===== src/rtl/core/gsfc_pkg.sv =====
// ----------------------------------------------------------------------------
// gsfc_pkg
// Types, codes and the CRC-8 step shared by the gas sensor frame checker.
// ----------------------------------------------------------------------------
package gsfc_pkg;

  localparam int unsigned FRAME_LEN = 6;
  localparam logic [7:0]  CRC_INIT  = 8'hFF;
  localparam logic [7:0]  CRC_POLY  = 8'h31;

  localparam logic [15:0] WARMUP_CO2_RST  = 16'd400;
  localparam logic [15:0] WARMUP_TVOC_RST = 16'd0;

  localparam int unsigned CFG_AW = 3;
  localparam int unsigned CFG_DW = 32;

  // register indexes
  localparam logic REG_WARMUP_CO2  = 1'b0;
  localparam logic REG_WARMUP_TVOC = 1'b1;

  // request codes
  localparam logic [1:0] REQ_BYTE  = 2'd0;
  localparam logic [1:0] REQ_ABORT = 2'd1;
  localparam logic [1:0] REQ_READ  = 2'd2;

  // status codes
  localparam logic [2:0] ST_BYTE_TAKEN = 3'd0;
  localparam logic [2:0] ST_FRAME_OK   = 3'd1;
  localparam logic [2:0] ST_CRC_FAIL   = 3'd2;
  localparam logic [2:0] ST_READ_OK    = 3'd3;
  localparam logic [2:0] ST_NO_DATA    = 3'd4;
  localparam logic [2:0] ST_ABORTED    = 3'd5;

  // frame positions
  localparam logic [2:0] POS_CO2_MSB  = 3'd0;
  localparam logic [2:0] POS_CO2_LSB  = 3'd1;
  localparam logic [2:0] POS_CO2_CRC  = 3'd2;
  localparam logic [2:0] POS_TVOC_MSB = 3'd3;
  localparam logic [2:0] POS_TVOC_LSB = 3'd4;
  localparam logic [2:0] POS_TVOC_CRC = 3'd5;

  typedef struct packed {
    logic [1:0] req_type;
    logic [7:0] rx_byte;
  } in_beat_t;

  typedef struct packed {
    logic [2:0]  status;
    logic [15:0] co2_value;
    logic [15:0] tvoc_value;
    logic        new_data_ready;
    logic        readings_valid;
  } out_beat_t;

  typedef struct packed {
    logic [15:0] warmup_co2;
    logic [15:0] warmup_tvoc;
  } cfg_t;

  function automatic logic [7:0] crc8_byte(input logic [7:0] crc, input logic [7:0] b);
    logic [7:0] c;
    c = crc ^ b;
    for (int k = 0; k < 8; k++) begin
      if (c[7]) begin
        c = {c[6:0], 1'b0} ^ CRC_POLY;
      end else begin
        c = {c[6:0], 1'b0};
      end
    end
    return c;
  endfunction

endpackage


===== src/rtl/core/gsfc_cfg_regs.sv =====
// ----------------------------------------------------------------------------
// gsfc_cfg_regs
// APB register file holding the warm-up reading pair.
// ----------------------------------------------------------------------------
module gsfc_cfg_regs (
  input  logic                         clk,
  input  logic                         rst_n,
  input  logic                         psel,
  input  logic                         penable,
  input  logic                         pwrite,
  input  logic [gsfc_pkg::CFG_AW-1:0]  paddr,
  input  logic [gsfc_pkg::CFG_DW-1:0]  pwdata,
  output logic [gsfc_pkg::CFG_DW-1:0]  prdata,
  output logic                         pready,
  output gsfc_pkg::cfg_t               cfg
);

  gsfc_pkg::cfg_t cfg_r;
  gsfc_pkg::cfg_t cfg_nxt;
  logic           wr_en;
  logic           reg_sel;

  assign pready  = 1'b1;
  assign wr_en   = psel && penable && pwrite && pready;
  assign reg_sel = paddr[2];

  always_comb begin
    cfg_nxt = cfg_r;
    if (wr_en) begin
      case (reg_sel)
        gsfc_pkg::REG_WARMUP_CO2:  cfg_nxt.warmup_co2  = pwdata[15:0];
        gsfc_pkg::REG_WARMUP_TVOC: cfg_nxt.warmup_tvoc = pwdata[15:0];
        default: cfg_nxt = cfg_r;
      endcase
    end
  end

  always_ff @(posedge clk) begin
    if (!rst_n) begin
      cfg_r.warmup_co2  <= gsfc_pkg::WARMUP_CO2_RST;
      cfg_r.warmup_tvoc <= gsfc_pkg::WARMUP_TVOC_RST;
    end else begin
      cfg_r <= cfg_nxt;
    end
  end

  always_comb begin
    case (reg_sel)
      gsfc_pkg::REG_WARMUP_CO2:  prdata = {16'd0, cfg_r.warmup_co2};
      gsfc_pkg::REG_WARMUP_TVOC: prdata = {16'd0, cfg_r.warmup_tvoc};
      default:                   prdata = '0;
    endcase
  end

  assign cfg = cfg_r;

endmodule


===== src/rtl/core/gas_sensor_frame_checker_core.sv =====
// ----------------------------------------------------------------------------
// gas_sensor_frame_checker_core
// Checks CRC-8 protected CO2/TVOC frames byte by byte and serves host reads.
// ----------------------------------------------------------------------------
// Each result is registered in the output register, or in the skid register while the output stalls.
// Throughput: one beat per cycle while the skid entry is free; the frame state and CRC update in one pass.
// A two-entry result buffer keeps input open during an output stall until its skid entry is full.
// Reset: synchronous active-low rst_n clears frame state, flags and buffer;
// warm-up registers return to CO2 400, TVOC 0.
module gas_sensor_frame_checker_core (
  input  logic                         clk,
  input  logic                         rst_n,
  input  logic                         in_valid,
  output logic                         in_ready,
  input  gsfc_pkg::in_beat_t           in_beat,
  output logic                         out_valid,
  input  logic                         out_ready,
  output gsfc_pkg::out_beat_t          out_beat,
  input  logic                         psel,
  input  logic                         penable,
  input  logic                         pwrite,
  input  logic [gsfc_pkg::CFG_AW-1:0]  paddr,
  input  logic [gsfc_pkg::CFG_DW-1:0]  pwdata,
  output logic [gsfc_pkg::CFG_DW-1:0]  prdata,
  output logic                         pready
);

  gsfc_pkg::cfg_t cfg;

  gsfc_cfg_regs u_cfg_regs (
    .clk     (clk),
    .rst_n   (rst_n),
    .psel    (psel),
    .penable (penable),
    .pwrite  (pwrite),
    .paddr   (paddr),
    .pwdata  (pwdata),
    .prdata  (prdata),
    .pready  (pready),
    .cfg     (cfg)
  );

  // frame state
  logic [2:0]  byte_pos_r, byte_pos_nxt;
  logic [7:0]  crc_acc_r, crc_acc_nxt;
  logic [7:0]  high_byte_r, high_byte_nxt;
  logic [15:0] pend_co2_r, pend_co2_nxt;
  logic [15:0] pend_tvoc_r, pend_tvoc_nxt;
  logic        first_ok_r, first_ok_nxt;
  logic [15:0] stored_co2_r, stored_co2_nxt;
  logic [15:0] stored_tvoc_r, stored_tvoc_nxt;
  logic        valid_flag_r, valid_flag_nxt;
  logic        new_flag_r, new_flag_nxt;

  // result buffer
  logic                out_valid_r, out_valid_nxt;
  logic                skid_valid_r, skid_valid_nxt;
  gsfc_pkg::out_beat_t out_beat_r, out_beat_nxt;
  gsfc_pkg::out_beat_t skid_beat_r, skid_beat_nxt;
  gsfc_pkg::out_beat_t res;

  logic       push;
  logic       pop;
  logic [2:0] pos;
  logic [7:0] crc_seed;
  logic [7:0] crc_upd;

  assign in_ready  = !skid_valid_r;
  assign push      = in_valid && in_ready;
  assign pop       = out_valid_r && out_ready;
  assign out_valid = out_valid_r;
  assign out_beat  = out_beat_r;

  assign pos = (byte_pos_r > gsfc_pkg::POS_TVOC_CRC) ? gsfc_pkg::POS_CO2_MSB : byte_pos_r;
  assign crc_seed = (pos == gsfc_pkg::POS_CO2_MSB || pos == gsfc_pkg::POS_TVOC_MSB)
                    ? gsfc_pkg::CRC_INIT : crc_acc_r;
  assign crc_upd = gsfc_pkg::crc8_byte(crc_seed, in_beat.rx_byte);

  always_comb begin
    byte_pos_nxt    = byte_pos_r;
    crc_acc_nxt     = crc_acc_r;
    high_byte_nxt   = high_byte_r;
    pend_co2_nxt    = pend_co2_r;
    pend_tvoc_nxt   = pend_tvoc_r;
    first_ok_nxt    = first_ok_r;
    stored_co2_nxt  = stored_co2_r;
    stored_tvoc_nxt = stored_tvoc_r;
    valid_flag_nxt  = valid_flag_r;
    new_flag_nxt    = new_flag_r;
    res.status      = gsfc_pkg::ST_BYTE_TAKEN;
    res.co2_value   = '0;
    res.tvoc_value  = '0;

    case (in_beat.req_type)
      gsfc_pkg::REQ_BYTE: begin
        byte_pos_nxt = pos + 3'd1;
        case (pos)
          gsfc_pkg::POS_CO2_MSB, gsfc_pkg::POS_TVOC_MSB: begin
            high_byte_nxt = in_beat.rx_byte;
            crc_acc_nxt   = crc_upd;
          end
          gsfc_pkg::POS_CO2_LSB: begin
            pend_co2_nxt = {high_byte_r, in_beat.rx_byte};
            crc_acc_nxt  = crc_upd;
          end
          gsfc_pkg::POS_TVOC_LSB: begin
            pend_tvoc_nxt = {high_byte_r, in_beat.rx_byte};
            crc_acc_nxt   = crc_upd;
          end
          gsfc_pkg::POS_CO2_CRC: begin
            first_ok_nxt = (crc_acc_r == in_beat.rx_byte);
            crc_acc_nxt  = gsfc_pkg::CRC_INIT;
          end
          default: begin
            if (first_ok_r && crc_acc_r == in_beat.rx_byte) begin
              stored_co2_nxt  = pend_co2_r;
              stored_tvoc_nxt = pend_tvoc_r;
              if (pend_co2_r != cfg.warmup_co2 || pend_tvoc_r != cfg.warmup_tvoc) begin
                valid_flag_nxt = 1'b1;
              end
              new_flag_nxt = 1'b1;
              res.status   = gsfc_pkg::ST_FRAME_OK;
            end else begin
              res.status = gsfc_pkg::ST_CRC_FAIL;
            end
            byte_pos_nxt = gsfc_pkg::POS_CO2_MSB;
            crc_acc_nxt  = gsfc_pkg::CRC_INIT;
            first_ok_nxt = 1'b0;
          end
        endcase
      end
      gsfc_pkg::REQ_ABORT: begin
        byte_pos_nxt = gsfc_pkg::POS_CO2_MSB;
        crc_acc_nxt  = gsfc_pkg::CRC_INIT;
        first_ok_nxt = 1'b0;
        res.status   = gsfc_pkg::ST_ABORTED;
      end
      gsfc_pkg::REQ_READ: begin
        if (valid_flag_r) begin
          res.co2_value  = stored_co2_r;
          res.tvoc_value = stored_tvoc_r;
          new_flag_nxt   = 1'b0;
          res.status     = gsfc_pkg::ST_READ_OK;
        end else begin
          res.status = gsfc_pkg::ST_NO_DATA;
        end
      end
      default: res.status = gsfc_pkg::ST_BYTE_TAKEN;
    endcase

    res.new_data_ready = new_flag_nxt;
    res.readings_valid = valid_flag_nxt;
  end

  always_comb begin
    out_valid_nxt  = out_valid_r;
    skid_valid_nxt = skid_valid_r;
    out_beat_nxt   = out_beat_r;
    skid_beat_nxt  = skid_beat_r;
    if (pop || !out_valid_r) begin
      if (skid_valid_r) begin
        out_valid_nxt  = 1'b1;
        out_beat_nxt   = skid_beat_r;
        skid_valid_nxt = push;
        skid_beat_nxt  = res;
      end else begin
        out_valid_nxt = push;
        out_beat_nxt  = res;
      end
    end else if (push) begin
      skid_valid_nxt = 1'b1;
      skid_beat_nxt  = res;
    end
  end

  always_ff @(posedge clk) begin
    if (!rst_n) begin
      byte_pos_r    <= gsfc_pkg::POS_CO2_MSB;
      crc_acc_r     <= gsfc_pkg::CRC_INIT;
      high_byte_r   <= '0;
      pend_co2_r    <= '0;
      pend_tvoc_r   <= '0;
      first_ok_r    <= 1'b0;
      stored_co2_r  <= '0;
      stored_tvoc_r <= '0;
      valid_flag_r  <= 1'b0;
      new_flag_r    <= 1'b0;
      out_valid_r   <= 1'b0;
      skid_valid_r  <= 1'b0;
    end else begin
      if (push) begin
        byte_pos_r    <= byte_pos_nxt;
        crc_acc_r     <= crc_acc_nxt;
        high_byte_r   <= high_byte_nxt;
        pend_co2_r    <= pend_co2_nxt;
        pend_tvoc_r   <= pend_tvoc_nxt;
        first_ok_r    <= first_ok_nxt;
        stored_co2_r  <= stored_co2_nxt;
        stored_tvoc_r <= stored_tvoc_nxt;
        valid_flag_r  <= valid_flag_nxt;
        new_flag_r    <= new_flag_nxt;
      end
      out_valid_r  <= out_valid_nxt;
      skid_valid_r <= skid_valid_nxt;
    end
  end

  always_ff @(posedge clk) begin
    out_beat_r  <= out_beat_nxt;
    skid_beat_r <= skid_beat_nxt;
  end

endmodule


===== config.mk =====
export PLATFORM = sky130hd
export DESIGN_NAME = gas_sensor_frame_checker_core
export DESIGN_NICKNAME = d
export VERILOG_FILES = /design/src/rtl/core/gsfc_pkg.sv /design/src/rtl/core/gsfc_cfg_regs.sv /design/src/rtl/core/gas_sensor_frame_checker_core.sv
export SDC_FILE = /design/constraint.sdc
export NUM_CORES = 1
export LEC_CHECK = 0
export BUFFER_PORTS_ARGS = -buffer_cell sky130_fd_sc_hd__buf_2
export CAP_MARGIN = 20
export CORE_ASPECT_RATIO = 0.75
export CORE_MARGIN = 1
export CORE_UTILIZATION = 45
export CTS_BUF_LIST = sky130_fd_sc_hd__clkbuf_4
export DETAILED_ROUTE_END_ITERATION = 7
export PLACE_DENSITY = 0.65
export SYNTH_ARGS = -nofsm -noshare
export SYNTH_HDL_FRONTEND = slang
export SYNTH_HIERARCHICAL = 1
export SYNTH_SLANG_ARGS = --single-unit

===== constraint.sdc =====
create_clock -name clk -period 6.8 [get_ports clk]
set_clock_uncertainty 0.1 [all_clocks]
set_input_delay 1.02 -clock clk [delete_from_list [all_inputs] [get_ports clk]]
set_output_delay 1.02 -clock clk [all_outputs]
set_load 0.1 [all_outputs]

==> qor.txt, run 1 <==
CP Max Fanout = 19
Placed inst area = 0.00929 mm²
Synthesized cell area = 0.00882 mm²
Num rows = 43
DR WL/cell = 16.6 µm
CP Class = in -> out
Number of synthesized flops with an enable pin = 74
Crit share post-route = 47.4%
Top cells by area, synth = dfxtp_1 27%, edfxtp_1 25%, mux2i_1 12%
All-layer global routing usage = 18.5%
Slew @ Worst Pin = 1.05 ns
Clk_lat worst skew = 0.58 ns
Fin Hold WS = 0.409 ns
Critical Path RT = 5.68 ns
Floorplan Core Area = 0.0188 mm²
First-pass GRT wire length = 28100 µm
Final setup violating endpoints = 0
H-tree depth = 4
Yosys cell types = 53
Worst-path clk slew = 0.16 ns
HP Class = reg -> reg
Fmax = 311 MHz
Crit. End Element = output port
Adder-Cell Fraction of Synth Area = 0.142%
Max-slew headroom = 30.1%
Final ANT Viol Nets = 0
Post-Synthesis Cells = 734
Asr flop ratio synth = 0%
Ports = 124
WP data arrival = 2.10 ns
Port Buffers = 88
Largest area contributor in the netlist = dfxtp_1
Max-cap viol count = 0
FF+latch count, synth = 194
Clk sinks = 194
Largest family of logic cells by synthesized area = multiplexers
Starting Density = 46.8%
Final WL = 17700 µm
Post-CTS resize count = 0
Antenna diodes = 0
Min Tclk post-route = 3.22 ns
Startpoint Class = input port
Commonest cells after routing, fill and taps aside = 120 x dfxtp_1, 104 x mux2i_1, 88 x buf_2, 81 x nor2b_1, 74 x edfxtp_1
Setup TNS = 0 ns
Initial antenna violation count = 0
Placer Congestion = 0.828
Finished Layout Cells = 1061
Final Hold Viols = 0
Fin util = 51.2%
Post-CTS Setup Inserts = 0
Post-synthesis xor/xnor area fraction = 7.31%
Die extent in x = 164 µm
Worst vdd ir = 0.109 mV
Post-DP HPWL = 12600 µm
Part of the Yosys area used for sequential elements = 52.5%
Root Driver = clkbuf_4
Die ar. = 0.0202 mm²
First DRT Iteration DRCs = 338
Hold Buf Count CTS = 0
Post-Syn Area per Cell = 12.0 µm²
RSZ-0062 raised after global routing = false
Number of CTS-inserted buffers = 17
Mux cell area share after synthesis = 18.5%
Die height = 123 µm
CTS tree = done
Power Dens Cells = 229 mW/mm²
Top-area cell type share of the netlist area = 27.2%
Fill cell count = 1669
Fin area = 0.00964 mm²
Simple-Gate Fraction of Synth Area = 14.9%
Top FF cell, synth = dfxtp_1
Maximum clock insertion buffer count = 2
Drt drc = 0
Dpl cells = 1027
Status = finished clean
Most common cell after layout, fill and taps aside = dfxtp_1
Compound-Gate Fraction of Synth Area = 2.26%
Number of global-route vias before repair = 5145
First drt pass iteration count = 5
Leak Pwr = 4.21 nW
Max Slew Vio Count = 0
Fin nets = 854
Share of layout cells above drive strength 1 = 23.7%
Synthesis-to-layout area growth = 9.37%
Ys Warns = 6
Vias per inst = 5.06
Total congestion overflow = 0
Largest net degree at the start of global routing = 136
Vias after detailed routing = 5369
flip-flops by register name, summed over array words and instances (netlist names), 3 cells and up:
name / flops
pend_co2_r: 16
u_cfg_regs/cfg: 32
stored_tvoc_r: 16
stored_co2_r: 16
out_beat: 37
byte_pos_r: 3
crc_acc_r: 8
pend_tvoc_r: 16
high_byte_r: 8
skid_beat_r: 37
stage by stage:
| stage | setup WS [ns] | total power, mW |
|---|---|---|
| 2_1_floorplan | 1.35 | 1.54 |
| 3_3_place_gp | 3.42 | 1.58 |
| 3_5_place_dp | 3.31 | 1.58 |
| 4_1_cts | 3.56 | 2.22 |
| 5_1_grt | 3.52 | 2.29 |
| 6_report | 3.58 | 2.21 |
worst paths after layout:
check | end | depth (start not counted) | slack [ns] | from
max reg2reg | crc_acc_r[5] | 8 | 4.22 | byte_pos_r[2]
max | prdata[4] | 3 | 3.58 | paddr[2]
min reg2reg | u_cfg_regs/cfg[12] | 2 | 0.41 | u_cfg_regs/cfg[12]
min | u_cfg_regs/cfg[12] | 2 | 0.41 | u_cfg_regs/cfg[12]
final cells by class:
type	count	area, µm²	share of cell area [%]
tap	247	309	3.21
clock buffer	17	128	1.32
inverter	4	15.0	0.156
sequential	194	4620	48.0
multi-input combinational	491	3880	40.2
clock inverter	15	178	1.84
timing repair buffer	93	510	5.29
kinds of logic (layout without fill, tap and decap cells):
family,Yosys count,in the layout
adder cells (fa/ha/maj),1,1
other,2,17
AND/OR/NAND/NOR,226,226
XOR/XNOR,63,63
AO/OA/AOI/OAI,28,28
flip-flops,194,194
buffers and inverters,64,129
multiplexers,156,156
metal layers:
| layer | routed length [µm] | GRT usage [%] | up-vias |
|---|---|---|---|
| li1 | - | - | 2639 |
| met1 | 9360 | 27.7 | 2611 |
| met2 | 7550 | 27.0 | 106 |
| met3 | 586 | 3.89 | 13 |
| met4 | 150 | 4.51 | 0 |
| met5 | 0 | 0 | - |
report_power, final:
group / internal, mW / switching [mW]
combinational: 0.0759 / 0.237
sequential: 1.23 / 0.0151
clock: 0.230 / 0.417
total: 1.54 / 0.669
worst max-delay path: stages:
cell and delay [ns]:
buf_2 0.38, mux2_2 0.40, buf_2 0.29
cell usage after synthesis (11+ instances only):
library cell	n
dfxtp_1	120
mux2i_1	104
nor2b_1	81
edfxtp_1	74
nand2_1	56
mux2_2	52
xnor2_1	43
and2_1	32
clkbuf_1	25
buf_4	19
xor2_1	12
nor2_1	11
Power figures use the tool's default switching activity.
==> run 2: changes to the inputs <==
Clock period 6.8 ns to 3 ns, I/O delays scaled along.
==> run 2 against run 1 <==
Compared with the run above: flip-flop and latch count unchanged; sequential share of layout area down 0.80 points; total power up 130%; highest routed layer unchanged.
==> qor.txt, run 2 (synthesis results as in run 1) <==
Max Slew Vio Count = 0
Maximum clock insertion buffer count = 2
Die ar. = 0.0202 mm²
Ports = 124
Total chip power = 5.01 mW
Sw Pwr = 1.57 mW
CTS tree = done
Slew @ Worst Pin = 0.996 ns
Final setup violating endpoints = 0
Int Power = 3.44 mW
Crit. End Element = register
Largest net degree at the start of global routing = 57
Die height = 123 µm
Max-cap viol count = 0
First-pass GRT wire length = 28500 µm
Vias per inst = 5.04
Dpl cells = 1032
Num rows = 43
Fin nets = 873
Number of CTS-inserted buffers = 17
Final ANT Viol Nets = 0
Commonest cells after routing, fill and taps aside = 120 x dfxtp_1, 104 x mux2i_1, 88 x buf_2, 81 x nor2b_1, 74 x edfxtp_1
HP Class = in -> reg
Number of global-route vias before repair = 5278
DR WL/cell = 16.8 µm
Worst vdd ir = 0.364 mV
Drt drc = 0
Total congestion overflow = 0
First drt pass iteration count = 6
Startpoint Class = register
Setup TNS = 0 ns
RSZ-0062 raised after global routing = false
Port Buffers = 88
Clock share of power = 29.4%
First DRT Iteration DRCs = 373
Worst-path clk slew = 0.15 ns
Sw Share = 31.3%
Most common cell after layout, fill and taps aside = dfxtp_1
Clk_lat worst skew = 0.59 ns
Initial antenna violation count = 0
Finished Layout Cells = 1080
Share of layout cells above drive strength 1 = 23.4%
Floorplan Core Area = 0.0188 mm²
CP Max Fanout = 10
Post-DP HPWL = 13000 µm
Final WL = 18100 µm
Crit share post-route = 88.9%
Placer Congestion = 0.840
Starting Density = 46.8%
Max-slew headroom = 33.6%
Fill cell count = 1672
Reg power frac = 56.4%
Die extent in x = 164 µm
Synthesis-to-layout area growth = 11.2%
CP Class = reg -> reg
Root Driver = clkbuf_4
WP data arrival = 3.09 ns
Clk sinks = 194
Combinational power share = 14.2%
Final Hold Viols = 0
Leak Pwr = 4.32 nW
Critical Path RT = 3.42 ns
Post-CTS resize count = 0
Power Dens Cells = 511 mW/mm²
H-tree depth = 4
Fmax = 375 MHz
Min Tclk post-route = 2.67 ns
All-layer global routing usage = 18.8%
Antenna diodes = 0
Status = finished clean
Vias after detailed routing = 5448
## run 2: power groups by stage
stage                     Sequential, mW  Clock, mW  Combinational, mW
after floorplan                     3.08          0              0.402
after global placement              2.88          0              0.683
after detailed placement            2.88          0              0.694
after CTS                           2.82       1.51              0.711
after global routing                2.83       1.62              0.744
final                               2.82       1.47              0.710
## run 2: area by class of cell
type / count / area [µm²] / share of cell area [%]
multi-input combinational: 491 / 3870 / 39.5
clock inverter: 15 / 180 / 1.84
timing repair buffer: 112 / 673 / 6.87
clock buffer: 17 / 128 / 1.30
inverter: 4 / 15.0 / 0.153
sequential: 194 / 4620 / 47.2
tap: 247 / 309 / 3.15
## run 2: worst paths after layout
| check | start | end | slack, ns | depth (start not counted) |
|---|---|---|---|---|
| worst min-delay path | out_ready | skid_valid_r | 0.1 | 3 |
| worst max register to register | byte_pos_r[2] | crc_acc_r[5] | 0.33 | 8 |
| worst min register to register | u_cfg_regs/cfg[22] | u_cfg_regs/cfg[22] | 0.40 | 2 |
| worst max-delay path | byte_pos_r[2] | crc_acc_r[5] | 0.33 | 8 |
## run 2: per-stage QoR
step                setup WS [ns]  utilization (%)  hold WS (ns)  instance area (µm²)
floorplan                  0.0269                -         0.359                 8890
global placement            0.561             49.6         0.378                 9340
detailed placement          0.387             49.6         0.386                 9340
CTS                         0.353             52.0       0.00210                 9790
global route                0.195             52.1        0.0585                 9800
finish                      0.334             52.1        0.0983                 9800
## run 2: critical path, stage by stage, from the launching register on
cell and delay [ns]:
dfxtp_1 0.54, nand2b_1 0.20, nor2_1 0.07, ha_1 0.20, a21o_1 0.31, nor3_4 0.26, xor2_2 0.30, xnor3_1 0.47
a31oi_1 0.17
## run 2: metal layers
| metal | track usage [%] | share of wire (%) | vias to the layer above |
|---|---|---|---|
| li1 | - | - | 2668 |
| met1 | 27.0 | 50 | 2634 |
| met2 | 28.1 | 43 | 126 |
| met3 | 4.56 | 4.9 | 20 |
| met4 | 5.79 | 1.3 | 0 |
| met5 | 0 | 0 | - |
## run 2: timing repair
action,4_1_cts,5_1_grt
hold buffers,15,1
buffers inserted,0,0
endpoints found under the hold margin,29,2
==> run 3: changes to the inputs <==
Settings changed: SYNTH_HIERARCHICAL 1 to not set.
==> run 3 against run 2 <==
Compared with the run above: die area is 3.0% lower; global-route usage is 0.67 points higher; via count is 6.8% higher; hold slack worse by 0.044 ns; flip-flop and latch count stayed put; total power is 0.66% higher; non-clock buffer count is 9 higher; combinational power is 1% lower; count of clock-buffer cells in the layout is 3 higher.
==> qor.txt, run 3 <==
Largest area contributor in the netlist = dfxtp_1
DR WL/cell = 16.0 µm
First DRT Iteration DRCs = 347
Post-synth top cells = 120 x dfxtp_1, 100 x nand2_1, 74 x edfxtp_1
Die ar. = 0.0196 mm²
Vias after detailed routing = 5818
First drt pass iteration count = 4
Fin nets = 940
Asr flop ratio synth = 0%
Power Dens Cells = 525 mW/mm²
Hold path endpoint = byte_pos_r[0]
Critical R2R Launch = byte_pos_r[2]
Crit Reg-Reg Endpoint = crc_acc_r[0]
Synthesized cell area = 0.00855 mm²
Max layer used = met4
Floorplan Core Area = 0.0186 mm²
CTS tree = done
Num rows = 43
Part of the Yosys area used for sequential elements = 54.1%
Largest net degree at the start of global routing = 59
Max-cap viol count = 0
Wl on met1 = 9200 µm
Placer Congestion = 0.812
H-tree depth = 4
FF+latch count, synth = 194
Die extent in x = 161 µm
Final WL = 18400 µm
Root Driver = clkbuf_4
Ports = 124
Number of global-route vias before repair = 5504
Worst slack at placement = 0.583 ns
Multi-input logic area = 0.00362 mm²
Hold Startpoint = rst_n
Critical Path RT = 3.43 ns
Port Buffers = 88
Commonest cells after routing, fill and taps aside = 120 x dfxtp_1, 100 x nand2_1, 88 x buf_2, 74 x edfxtp_1, 56 x a21oi_1
Reg2reg setup slack = 0.53 ns
Yosys cell types = 50
All-layer global routing usage = 19.5%
Vias per inst = 5.07
Worst vdd ir = 0.265 mV
FF/Latch Area = 0.00462 mm²
Post-CTS Setup Inserts = 0
Number of CTS-inserted buffers = 17
Post-DP HPWL = 12700 µm
Fmax = 406 MHz
DR WL met3 = 828 µm
Fin Hold WS = 0.0548 ns
Max Slew Vio Count = 0
First-pass GRT wire length = 29500 µm
Finished Layout Cells = 1147
Drt drc = 0
Total congestion overflow = 0
Post-CTS resize count = 0
Top FF cell, synth = dfxtp_1
Crit share post-route = 82.2%
Final WS setup = 0.535 ns
Clk_lat worst skew = 0.59 ns
Leak Pwr = 4.12 nW
Maximum clock insertion buffer count = 2
Synthesis-to-layout area growth = 12.3%
Number of synthesized flops with an enable pin = 74
Top-area cell type share of the netlist area = 28.1%
Startpoint Class = register
Post-Syn Area per Cell = 10.7 µm²
Slew @ Worst Pin = 0.709 ns
Total chip power = 5.04 mW
Min Tclk post-route = 2.47 ns
Ys Warns = 0
Post-Synthesis Cells = 801
Hold Path Depth = 3
HP Class = in -> reg
Worst-path clk slew = 0.15 ns
Die height = 121 µm
Hold Buf Count CTS = 16
WP data arrival = 2.89 ns
Dpl cells = 1099
Final ANT Viol Nets = 0
Clk sinks = 194
CP Max Fanout = 9
Most common cell after layout, fill and taps aside = dfxtp_1
Fill cell count = 1728
Status = finished clean
CP Class = reg -> reg
Routed wl met2 = 8180 µm
Crit. End Element = register
Most common cell in the netlist = dfxtp_1
RSZ-0062 raised after global routing = false
Final setup violating endpoints = 0
Top cells by area, synth = dfxtp_1 28%, edfxtp_1 26%, mux2_2 6.8%
Initial antenna violation count = 0
Share of layout cells above drive strength 1 = 22.6%
Starting Density = 46.1%
R2R depth = 8
CP startpoint = byte_pos_r[2]
Final Hold Viols = 0
Max-slew headroom = 52.7%
Antenna diodes = 0
Setup TNS = 0 ns
run 3: changes by cell type after synthesis, sizes merged, moves of 12 or more:
cell,delta
o21ai,+22
xor2,+31
nor2b,-79
xnor2,-24
mux2i,-52
nand3,+25
clkbuf,+12
a21oi,+54
nand2,+44
nor2,+45
run 3: layout make-up:
cell class,instances,area share [%]
inverter,5,0.195
multi-input combinational,548,37.7
sequential,194,48.2
clock inverter,12,1.62
clock buffer,20,1.56
timing repair buffer,121,7.58
tap,247,3.22
run 3: per-stage QoR:
step | utilization [%] | instance area, µm²
floorplan | - | 8620
global placement | 49.2 | 9140
detailed placement | 49.2 | 9140
CTS | 51.7 | 9600
global route | 51.7 | 9600
finish | 51.7 | 9600
run 3: kinds of logic (layout without fill, tap and decap cells):
kind of cell               count (synthesis)  in the layout  share of synthesized area (%)
and+or+nand+nor                          260            260                           14.6
DFF                                      194            194                           54.1
muxes                                    104            104                           12.9
AOI/OAI and AO/OA                         98             98                           6.19
buffers and inverters                     74            158                           4.43
xor gates and xnor gates                  68             68                           7.46
other                                      2             17                         0.0878
adders and majority gates                  1              1                          0.146
run 3: worst max-delay path: stages (launching register included):
cell and delay, ns:
dfxtp_1 0.54, nand2b_1 0.19, nor2_1 0.06, ha_1 0.19, a21o_1 0.27, nor3_2 0.28
xnor2_1 0.17, xor3_1 0.44, a31oi_1 0.16
run 3: how the worst max path moves through the flow:
stage	slack [ns]	endpoint	cells past startpoint
after floorplan	0.02	skid_beat_r[0]	2
after global placement	0.58	crc_acc_r[0]	8
after detailed placement	0.58	crc_acc_r[6]	8
after CTS	0.52	crc_acc_r[0]	8
after global routing	0.36	crc_acc_r[0]	8
final	0.53	crc_acc_r[0]	8
run 3: routing by layer:
layer | global-route usage (%) | vias up
li1 | - | 2896
met1 | 28.0 | 2804
met2 | 29.6 | 104
met3 | 4.51 | 14
met4 | 4.95 | 0
met5 | 0 | -
run 3: where the power goes:
part,total (mW),leakage [nW],internal (mW),switching (mW)
Clock,1.51,0.164,0.612,0.902
Sequential,2.82,1.76,2.79,0.0343
Combinational,0.702,2.19,0.157,0.545
